### src/rtl/core/dfnv_pkg.sv
// ----------------------------------------------------------------------------
// dfnv_pkg: shared types and constants for the device identifier hash core
// Holds the FNV-1a constants, register reset values, register indexes,
// sequencer states and the byte mixing function.
// ----------------------------------------------------------------------------
package dfnv_pkg;

   localparam logic [63:0] FNV_OFFSET_BASIS = 64'hCBF2_9CE4_8422_2325;
   // FNV prime is 2^40 + 0x1B3
   localparam logic [8:0]  FNV_PRIME_LOW    = 9'h1B3;
   localparam int unsigned FNV_PRIME_SHIFT  = 40;

   localparam int unsigned MAC_W      = 48;
   localparam int unsigned BASE_W     = 63;
   localparam int unsigned ID_W       = 64;
   localparam int unsigned CSR_IDX_W  = 2;
   localparam int unsigned MAC_BYTES  = MAC_W / 8;
   localparam int unsigned MAC_CNT_W  = $clog2(MAC_BYTES);
   localparam int unsigned DIV_CNT_W  = $clog2(ID_W);

   localparam logic [BASE_W-1:0] ID_BASE_RESET = 63'd10000000000000000;
   localparam logic [ID_W-1:0]   ID_SPAN_RESET = 64'd170000000000000000;

   typedef enum logic [CSR_IDX_W-1:0] {
      CSR_MAC_ADDRESS = 2'd0,
      CSR_ID_BASE     = 2'd1,
      CSR_ID_SPAN     = 2'd2
   } csr_index_type;

   typedef enum logic [2:0] {
      ST_IDLE,
      ST_MAC,
      ST_CHAR,
      ST_DIV,
      ST_DONE
   } state_type;

   // XOR the byte in, then multiply by the FNV prime modulo 2^64
   function automatic logic [ID_W-1:0] fnv_mix(input logic [ID_W-1:0] h,
                                                input logic [7:0]      b);
      logic [ID_W-1:0] x;
      x = h ^ {{(ID_W-8){1'b0}}, b};
      return (x << FNV_PRIME_SHIFT) + (x * {{(ID_W-9){1'b0}}, FNV_PRIME_LOW});
   endfunction

endpackage

### src/rtl/core/dfnv_req_if.sv
// ----------------------------------------------------------------------------
// dfnv_req_if: name character channel
// Carries one name character and its last flag per beat.
// ----------------------------------------------------------------------------
interface dfnv_req_if;
   logic       valid;
   logic       ready;
   logic [7:0] name_byte;
   logic       last_char;

   modport source (output valid, output name_byte, output last_char, input ready);
   modport sink   (input valid, input name_byte, input last_char, output ready);
endinterface

### src/rtl/core/dfnv_rsp_if.sv
// ----------------------------------------------------------------------------
// dfnv_rsp_if: device identifier channel
// Carries one finished device identifier per beat.
// ----------------------------------------------------------------------------
interface dfnv_rsp_if;
   logic        valid;
   logic        ready;
   logic [63:0] device_id;

   modport source (output valid, output device_id, input ready);
   modport sink   (input valid, input device_id, output ready);
endinterface

### src/rtl/core/dfnv_csr_if.sv
// ----------------------------------------------------------------------------
// dfnv_csr_if: register write channel
// Carries a register index and its write data per beat.
// ----------------------------------------------------------------------------
interface dfnv_csr_if;
   logic        valid;
   logic        ready;
   logic [1:0]  index;
   logic [63:0] data;

   modport source (output valid, output index, output data, input ready);
   modport sink   (input valid, input index, input data, output ready);
endinterface

### src/rtl/core/device_id_fnv1a_hash_core.sv
// ----------------------------------------------------------------------------
// device_id_fnv1a_hash_core: device identifier from MAC and name (FNV-1a 64)
//
//   channel    dir   payload                    role
//   req_chan   in    name_byte[7:0], last_char  one name character per beat
//   rsp_chan   out   device_id[63:0]            one identifier per finished name
//   csr_chan   in    index[1:0], data[63:0]     register write, always ready
//
// A name's first character is accepted, then six MAC byte mixes and one
// character mix follow, all through one shared mix unit; later characters
// are accepted and mixed alone. A finished name adds a restoring division
// (one quotient bit a cycle) and the base add; zero id_span skips division.
// Reset is synchronous: it clears sequencer and flags, loads register resets.
// A stalled response holds in its output register; the core keeps taking
// characters and only parks at the final step until that register frees.
// ----------------------------------------------------------------------------
module device_id_fnv1a_hash_core
   import dfnv_pkg::*;
(
   input  logic      clock,
   input  logic      reset,
   dfnv_req_if.sink  req_chan,
   dfnv_rsp_if.source rsp_chan,
   dfnv_csr_if.sink  csr_chan
);

   // control state
   state_type             state_ff, state_in;
   logic                  in_name_ff, in_name_in;
   logic [MAC_CNT_W-1:0]  mac_cnt_ff, mac_cnt_in;
   logic [DIV_CNT_W-1:0]  div_cnt_ff, div_cnt_in;
   logic                  rsp_valid_ff, rsp_valid_in;

   // configuration registers
   logic [MAC_W-1:0]      mac_ff;
   logic [BASE_W-1:0]     base_ff;
   logic [ID_W-1:0]       span_ff;

   // datapath registers
   logic [ID_W-1:0]       hash_ff, hash_in;
   logic [ID_W-1:0]       rem_ff, rem_in;
   logic [7:0]            byte_ff, byte_in;
   logic                  last_ff, last_in;
   logic [ID_W-1:0]       rsp_data_ff, rsp_data_in;

   // sequencer outputs
   logic                  req_take;
   logic                  mix_sel_mac;
   logic                  name_end;
   logic                  out_free;
   logic                  fin_load;

   // shared unit signals
   logic [7:0]            mac_byte;
   logic [7:0]            mix_operand;
   logic [ID_W-1:0]       mix_out;
   logic [ID_W-1:0]       char_hash;
   logic [ID_W:0]         div_trial;
   logic [ID_W:0]         div_diff;

   // ---------------------------------------------------------------------
   // Sequencer: outputs
   // ---------------------------------------------------------------------
   always_comb begin
      req_chan.ready = (state_ff == ST_IDLE);
      req_take       = req_chan.valid && (state_ff == ST_IDLE);
      mix_sel_mac    = (state_ff == ST_MAC);
      // a zero character ends the name unmixed; a last flag ends it after mixing
      name_end       = (byte_ff == 8'd0) || last_ff;
      out_free       = !rsp_valid_ff || rsp_chan.ready;
      fin_load       = (state_ff == ST_DONE) && out_free;
   end

   // ---------------------------------------------------------------------
   // Sequencer: next state
   // ---------------------------------------------------------------------
   always_comb begin
      state_in = state_ff;
      case (state_ff)
         ST_IDLE: begin
            if (req_take) begin
               state_in = in_name_ff ? ST_CHAR : ST_MAC;
            end
         end
         ST_MAC: begin
            if (mac_cnt_ff == MAC_CNT_W'(MAC_BYTES - 1)) begin
               state_in = ST_CHAR;
            end
         end
         ST_CHAR: begin
            if (!name_end) begin
               state_in = ST_IDLE;
            end else if (span_ff == '0) begin
               state_in = ST_DONE;
            end else begin
               state_in = ST_DIV;
            end
         end
         ST_DIV: begin
            if (div_cnt_ff == '0) begin
               state_in = ST_DONE;
            end
         end
         ST_DONE: begin
            if (out_free) begin
               state_in = ST_IDLE;
            end
         end
         default: begin
            state_in = ST_IDLE;
         end
      endcase
   end

   // ---------------------------------------------------------------------
   // Shared mix unit: MAC bytes during ST_MAC, the held character otherwise
   // ---------------------------------------------------------------------
   assign mac_byte    = 8'(mac_ff >> {mac_cnt_ff, 3'b000});
   assign mix_operand = mix_sel_mac ? mac_byte : byte_ff;
   assign mix_out     = fnv_mix(hash_ff, mix_operand);
   assign char_hash   = (byte_ff == 8'd0) ? hash_ff : mix_out;

   // restoring division step: shift in the next dividend bit, subtract if it fits
   assign div_trial   = {rem_ff, hash_ff[ID_W-1]};
   assign div_diff    = div_trial - {1'b0, span_ff};

   // ---------------------------------------------------------------------
   // Datapath next values
   // ---------------------------------------------------------------------
   always_comb begin
      hash_in      = hash_ff;
      rem_in       = rem_ff;
      byte_in      = byte_ff;
      last_in      = last_ff;
      in_name_in   = in_name_ff;
      mac_cnt_in   = mac_cnt_ff;
      div_cnt_in   = div_cnt_ff;
      rsp_data_in  = rsp_data_ff;
      rsp_valid_in = rsp_valid_ff && !rsp_chan.ready;

      case (state_ff)
         ST_IDLE: begin
            if (req_take) begin
               byte_in = req_chan.name_byte;
               last_in = req_chan.last_char;
               if (!in_name_ff) begin
                  // new name: restart the hash, sample the MAC from here on
                  hash_in    = FNV_OFFSET_BASIS;
                  mac_cnt_in = '0;
                  in_name_in = 1'b1;
               end
            end
         end
         ST_MAC: begin
            hash_in    = mix_out;
            mac_cnt_in = mac_cnt_ff + MAC_CNT_W'(1);
         end
         ST_CHAR: begin
            hash_in    = char_hash;
            // zero span means no reduction: pass the hash through
            rem_in     = (span_ff == '0) ? char_hash : '0;
            div_cnt_in = DIV_CNT_W'(ID_W - 1);
         end
         ST_DIV: begin
            hash_in    = hash_ff << 1;
            rem_in     = div_diff[ID_W] ? div_trial[ID_W-1:0] : div_diff[ID_W-1:0];
            div_cnt_in = div_cnt_ff - DIV_CNT_W'(1);
         end
         ST_DONE: begin
            if (fin_load) begin
               rsp_data_in  = {1'b0, base_ff} + rem_ff;
               rsp_valid_in = 1'b1;
               in_name_in   = 1'b0;
            end
         end
         default: begin
         end
      endcase
   end

   // ---------------------------------------------------------------------
   // Registers
   // ---------------------------------------------------------------------
   always_ff @(posedge clock) begin
      if (reset) begin
         state_ff     <= ST_IDLE;
         in_name_ff   <= 1'b0;
         mac_cnt_ff   <= '0;
         div_cnt_ff   <= '0;
         rsp_valid_ff <= 1'b0;
      end else begin
         state_ff     <= state_in;
         in_name_ff   <= in_name_in;
         mac_cnt_ff   <= mac_cnt_in;
         div_cnt_ff   <= div_cnt_in;
         rsp_valid_ff <= rsp_valid_in;
      end
   end

   always_ff @(posedge clock) begin
      hash_ff     <= hash_in;
      rem_ff      <= rem_in;
      byte_ff     <= byte_in;
      last_ff     <= last_in;
      rsp_data_ff <= rsp_data_in;
   end

   // register writes: keep the low MAC and base bits, ignore unknown indexes
   assign csr_chan.ready = 1'b1;

   always_ff @(posedge clock) begin
      if (reset) begin
         mac_ff  <= '0;
         base_ff <= ID_BASE_RESET;
         span_ff <= ID_SPAN_RESET;
      end else if (csr_chan.valid) begin
         case (csr_chan.index)
            CSR_MAC_ADDRESS: begin
               mac_ff <= csr_chan.data[MAC_W-1:0];
            end
            CSR_ID_BASE: begin
               base_ff <= csr_chan.data[BASE_W-1:0];
            end
            CSR_ID_SPAN: begin
               span_ff <= csr_chan.data;
            end
            default: begin
            end
         endcase
      end
   end

   assign rsp_chan.valid     = rsp_valid_ff;
   assign rsp_chan.device_id = rsp_data_ff;

endmodule

### src/flat_wrapper.sv
// flat-port wrapper written by rule: the top's interface ports become plain ports
module device_id_fnv1a_hash_core_flat import dfnv_pkg::*;
  (clock, reset, req_chan_valid, req_chan_name_byte, req_chan_last_char, req_chan_ready, rsp_chan_valid, rsp_chan_device_id, rsp_chan_ready, csr_chan_valid, csr_chan_index, csr_chan_data, csr_chan_ready);
  dfnv_req_if req_chan_i ();
  dfnv_rsp_if rsp_chan_i ();
  dfnv_csr_if csr_chan_i ();
  input  logic clock;
  input  logic reset;
  input wire logic [$bits(req_chan_i.valid)-1:0] req_chan_valid;
  input wire logic [$bits(req_chan_i.name_byte)-1:0] req_chan_name_byte;
  input wire logic [$bits(req_chan_i.last_char)-1:0] req_chan_last_char;
  output wire logic [$bits(req_chan_i.ready)-1:0] req_chan_ready;
  output wire logic [$bits(rsp_chan_i.valid)-1:0] rsp_chan_valid;
  output wire logic [$bits(rsp_chan_i.device_id)-1:0] rsp_chan_device_id;
  input wire logic [$bits(rsp_chan_i.ready)-1:0] rsp_chan_ready;
  input wire logic [$bits(csr_chan_i.valid)-1:0] csr_chan_valid;
  input wire logic [$bits(csr_chan_i.index)-1:0] csr_chan_index;
  input wire logic [$bits(csr_chan_i.data)-1:0] csr_chan_data;
  output wire logic [$bits(csr_chan_i.ready)-1:0] csr_chan_ready;
  assign req_chan_i.valid = req_chan_valid;
  assign req_chan_i.name_byte = req_chan_name_byte;
  assign req_chan_i.last_char = req_chan_last_char;
  assign req_chan_ready = req_chan_i.ready;
  assign rsp_chan_valid = rsp_chan_i.valid;
  assign rsp_chan_device_id = rsp_chan_i.device_id;
  assign rsp_chan_i.ready = rsp_chan_ready;
  assign csr_chan_i.valid = csr_chan_valid;
  assign csr_chan_i.index = csr_chan_index;
  assign csr_chan_i.data = csr_chan_data;
  assign csr_chan_ready = csr_chan_i.ready;
  device_id_fnv1a_hash_core u_core (.clock(clock), .reset(reset), .req_chan(req_chan_i), .rsp_chan(rsp_chan_i), .csr_chan(csr_chan_i));
endmodule
### config.mk
export PLATFORM = sky130hd
export DESIGN_NAME = device_id_fnv1a_hash_core_flat
export DESIGN_NICKNAME = d
export VERILOG_FILES = /design/src/rtl/core/dfnv_pkg.sv /design/src/rtl/core/dfnv_req_if.sv /design/src/rtl/core/dfnv_rsp_if.sv /design/src/rtl/core/dfnv_csr_if.sv /design/src/rtl/core/device_id_fnv1a_hash_core.sv /design/src/flat_wrapper.sv
export SDC_FILE = /design/constraint.sdc
export NUM_CORES = 2
export LEC_CHECK = 0
export ABC_AREA = 1
export BUFFER_PORTS_ARGS = -buffer_cell sky130_fd_sc_hd__buf_2
export CAP_MARGIN = 5
export CORE_UTILIZATION = 60
export DETAILED_ROUTE_END_ITERATION = 10
export GPL_TIMING_DRIVEN = 1
export PLACE_DENSITY = 0.78
export SYNTH_ARGS = -nofsm -noshare
export SYNTH_HDL_FRONTEND = slang
export SYNTH_SLANG_ARGS = --single-unit
### constraint.sdc
create_clock -name clock -period 16.4 [get_ports clock]
set_input_delay 1.64 -clock clock [delete_from_list [all_inputs] [get_ports clock]]
set_output_delay 1.64 -clock clock [all_outputs]
set_load 0.005 [all_outputs]
==> metrics <==
status=complete, no violations; die width=262 um; clk slew on worst S/H paths=around 0.060 ns; I/O pin total=147; Required @ worst endpoint=16.74 ns; Reg-to-Reg End=u_core.hash_ff[62]; crit-path max FO=67; pin count of the biggest net entering global routing=95; post-synthesis adder-cell area fraction=0.210; final-stage net count=6693; TritonCTS buffer count=42; most frequent cell after synthesis=nand2_1; Hold Slack=0.463 ns; clock skew=0.0356 ns; CTS root buf=clkbuf_16; hold path cells=2; area added between synthesis and finish=6.99%; Final WS setup=8.38 ns; initial DRC count=4325; die area=68800 um^2; synth cell count leaders=nand2_1 (1620), inv_1 (1155), nor2_1 (548); post-CTS repair timing setup buffer count=0; Largest stage delay, worst path=0.80 ns; syn_nets=around 6600; drt drc=0; fin crit share=0.489; XOR/XNOR Fraction of Synth Area=0.0317; final setup violation count=0; Most used DFF post-synth=edfxtp_1; Period minus WS final=8.02 ns; CTS tree=built; # port buffers=145; final hold viol count=0; hold path start=u_core.base_ff[39]; origin of the critical flop-to-flop path=u_core.state_ff[0]; initial antenna violation count=1; H-tree levels=2; Synth Area in Simple Gates=0.286; post-layout util=0.648; Ys Warns=0; clock sink count=390; mean post-synth cell area=6.79 um^2; setup repair after global routing missed its margin=false; dominant cell type by area after synthesis=nand2_1; Hold Path Class=reg -> reg; # rows=95; RePlAce Congestion=1.08; synthesized instance count=5991; Post-DP HPWL=123 mm; core footprint=approximately 67000 um^2; crit-path leading delay family=simple AND/OR/NAND/NOR gates; top cell type's share of synthesized area=0.150; worst-margin pin slew=1.11 ns; share of layout cells above drive strength 1=0.0542; DRT Pass-1 Iters=8; post-synthesis compound-gate area fraction=0.107; number of cells on the worst reg-to-reg path=29; Yosys reg bits=390; slowest cell on the critical path=xor2_1; synth top area cells=nand2_1 (15%), edfxtp_1 (15%), fa_1 (12%); Slew headroom=0.252; number of gates resized after cts=0; Worst Hold Endpoint=u_core.base_ff[39]; EDFF count, synth=201; count of final max-slew check failures=0; GR Overflow Total=0; Routed Wire Length=149 mm; number of global-route vias before repair=38700; Netlist cell types=52; Max Cap Viol=0; Clock Latency Late Sink=0.61 ns; startpoint types=flip-flop; final setup TNS=0 ns; hold-fix buffers at CTS=0; Antenna Violating Nets Remaining=0; Vias/cell=5.72; Crit. End Element=flip-flop; arrival time at the worst endpoint=8.36 ns; dpl ws=about 8.6 ns; register area share after synthesis=0.242; initial core utilization=0.605; Worst path most repeated cell=nand2_1; main combinational cell family by area after synthesis=simple AND/OR/NAND/NOR gates; clk buf depth=3; Mapped Area=40700 um^2; R2R setup slack=about 8.4 ns; Total Routing Usage GR=0.427; DR WL/cell=21.3 um; Vias=39900; Ant. Diodes=0; multiplexer share of the synthesized area=0.000492; Buf/Inv on CP=4; asr flop ratio synth=0; first-pass GRT wire length=222 mm; fmax=125 MHz; die height=around 260 um; critical path type=reg -> reg
[how the worst max path moves through the flow]
stage | from | to | cells after the start
4_1_cts | u_core.state_ff[0] | u_core.hash_ff[62] | 29
2_1_floorplan | u_core.mac_cnt_ff[0] | u_core.rem_ff[29] | 31
3_3_place_gp | u_core.state_ff[0] | u_core.hash_ff[62] | 29
3_5_place_dp | u_core.state_ff[0] | u_core.rem_ff[56] | 30
5_1_grt | u_core.state_ff[0] | u_core.hash_ff[62] | 27
6_report | u_core.state_ff[0] | u_core.hash_ff[62] | 29
[stage by stage]
stage               instances  cell area, um^2
floorplan                5991            40700
detailed placement       6899            42100
global placement         6899            42100
CTS                      6977            43500
finish                   6977            43500
global route             6977            43500
[worst reg2reg max path: cells and delay by family, from the launching register on]
kind	cells	cell delay, ns
AND/OR/NAND/NOR	16	2.90
XOR/XNOR	2	1.00
adder cells (fa/ha/maj)	6	2.22
AO/OA/AOI/OAI	1	0.31
buffers and inverters	4	0.91
flip-flops	1	0.41
[layer usage]
| layer | GRT usage | wire [um] | part of all wire | up-vias |
|---|---|---|---|---|
| li1 | - | - | - | 19100 |
| met1 | 0.515 | 55600 | 0.37 | 18400 |
| met2 | 0.677 | 65200 | 0.44 | 1968 |
| met3 | 0.0729 | 13900 | 0.094 | 463 |
| met4 | 0.343 | 14000 | 0.094 | 0 |
| met5 | 0 | 0 | 0 | - |
[cell usage in the layout, fill, tap and decap left out, drive strengths merged, types with 3 or more instances in the layout]
cell         n
nand2     1646
xor2        79
edfxtp     201
fa         234
a21o        15
o22ai       10
clkinvlp     4
or2         29
xnor2       68
o21bai      38
clkinv      18
nor3        39
o21a         8
nor4        18
a31oi       10
buf        166
nand4       63
a211oi       4
nand3      445
o2111ai      3
a22oi        3
ha         309
a21oi      285
o221ai       6
inv       1176
clkbuf      55
dfxtp      189
nor2       557
a21boi       5
nand3b      13
o211ai      43
o21ai      355
[sequential cells by signal, summed over array words and instances (netlist names), 6 cells and up]
name                       cells
u_core.hash_ff                64
u_core.base_ff                63
u_core.byte_ff                 8
u_core.span_ff                64
u_core.rem_ff                 64
u_core.rsp_chan.device_id     64
u_core.mac_ff                 48
u_core.div_cnt_ff              6
[area by class of cell]
cell class                 instances  area, um^2
fill                            6210       23700
tap                              873        1090
inverter                        1177        4420
timing repair buffer             166         883
clock buffer                      55        1160
sequential                       390        9820
clock inverter                    23         221
multi-input combinational       4293       25900
[kinds of logic (layout without fill, tap and decap cells)]
family | Yosys count | after routing
compound gates | 789 | 789
flops | 390 | 390
simple gates | 2811 | 2811
buf+inv | 1308 | 1421
fa+ha+maj | 543 | 543
xor+xnor | 147 | 147
other cells | 1 | 1
mux | 2 | 2
Power is left out: the tool's default activity adds up to more than one toggle a clock period on the data nets, which glitch-free logic cannot reach.
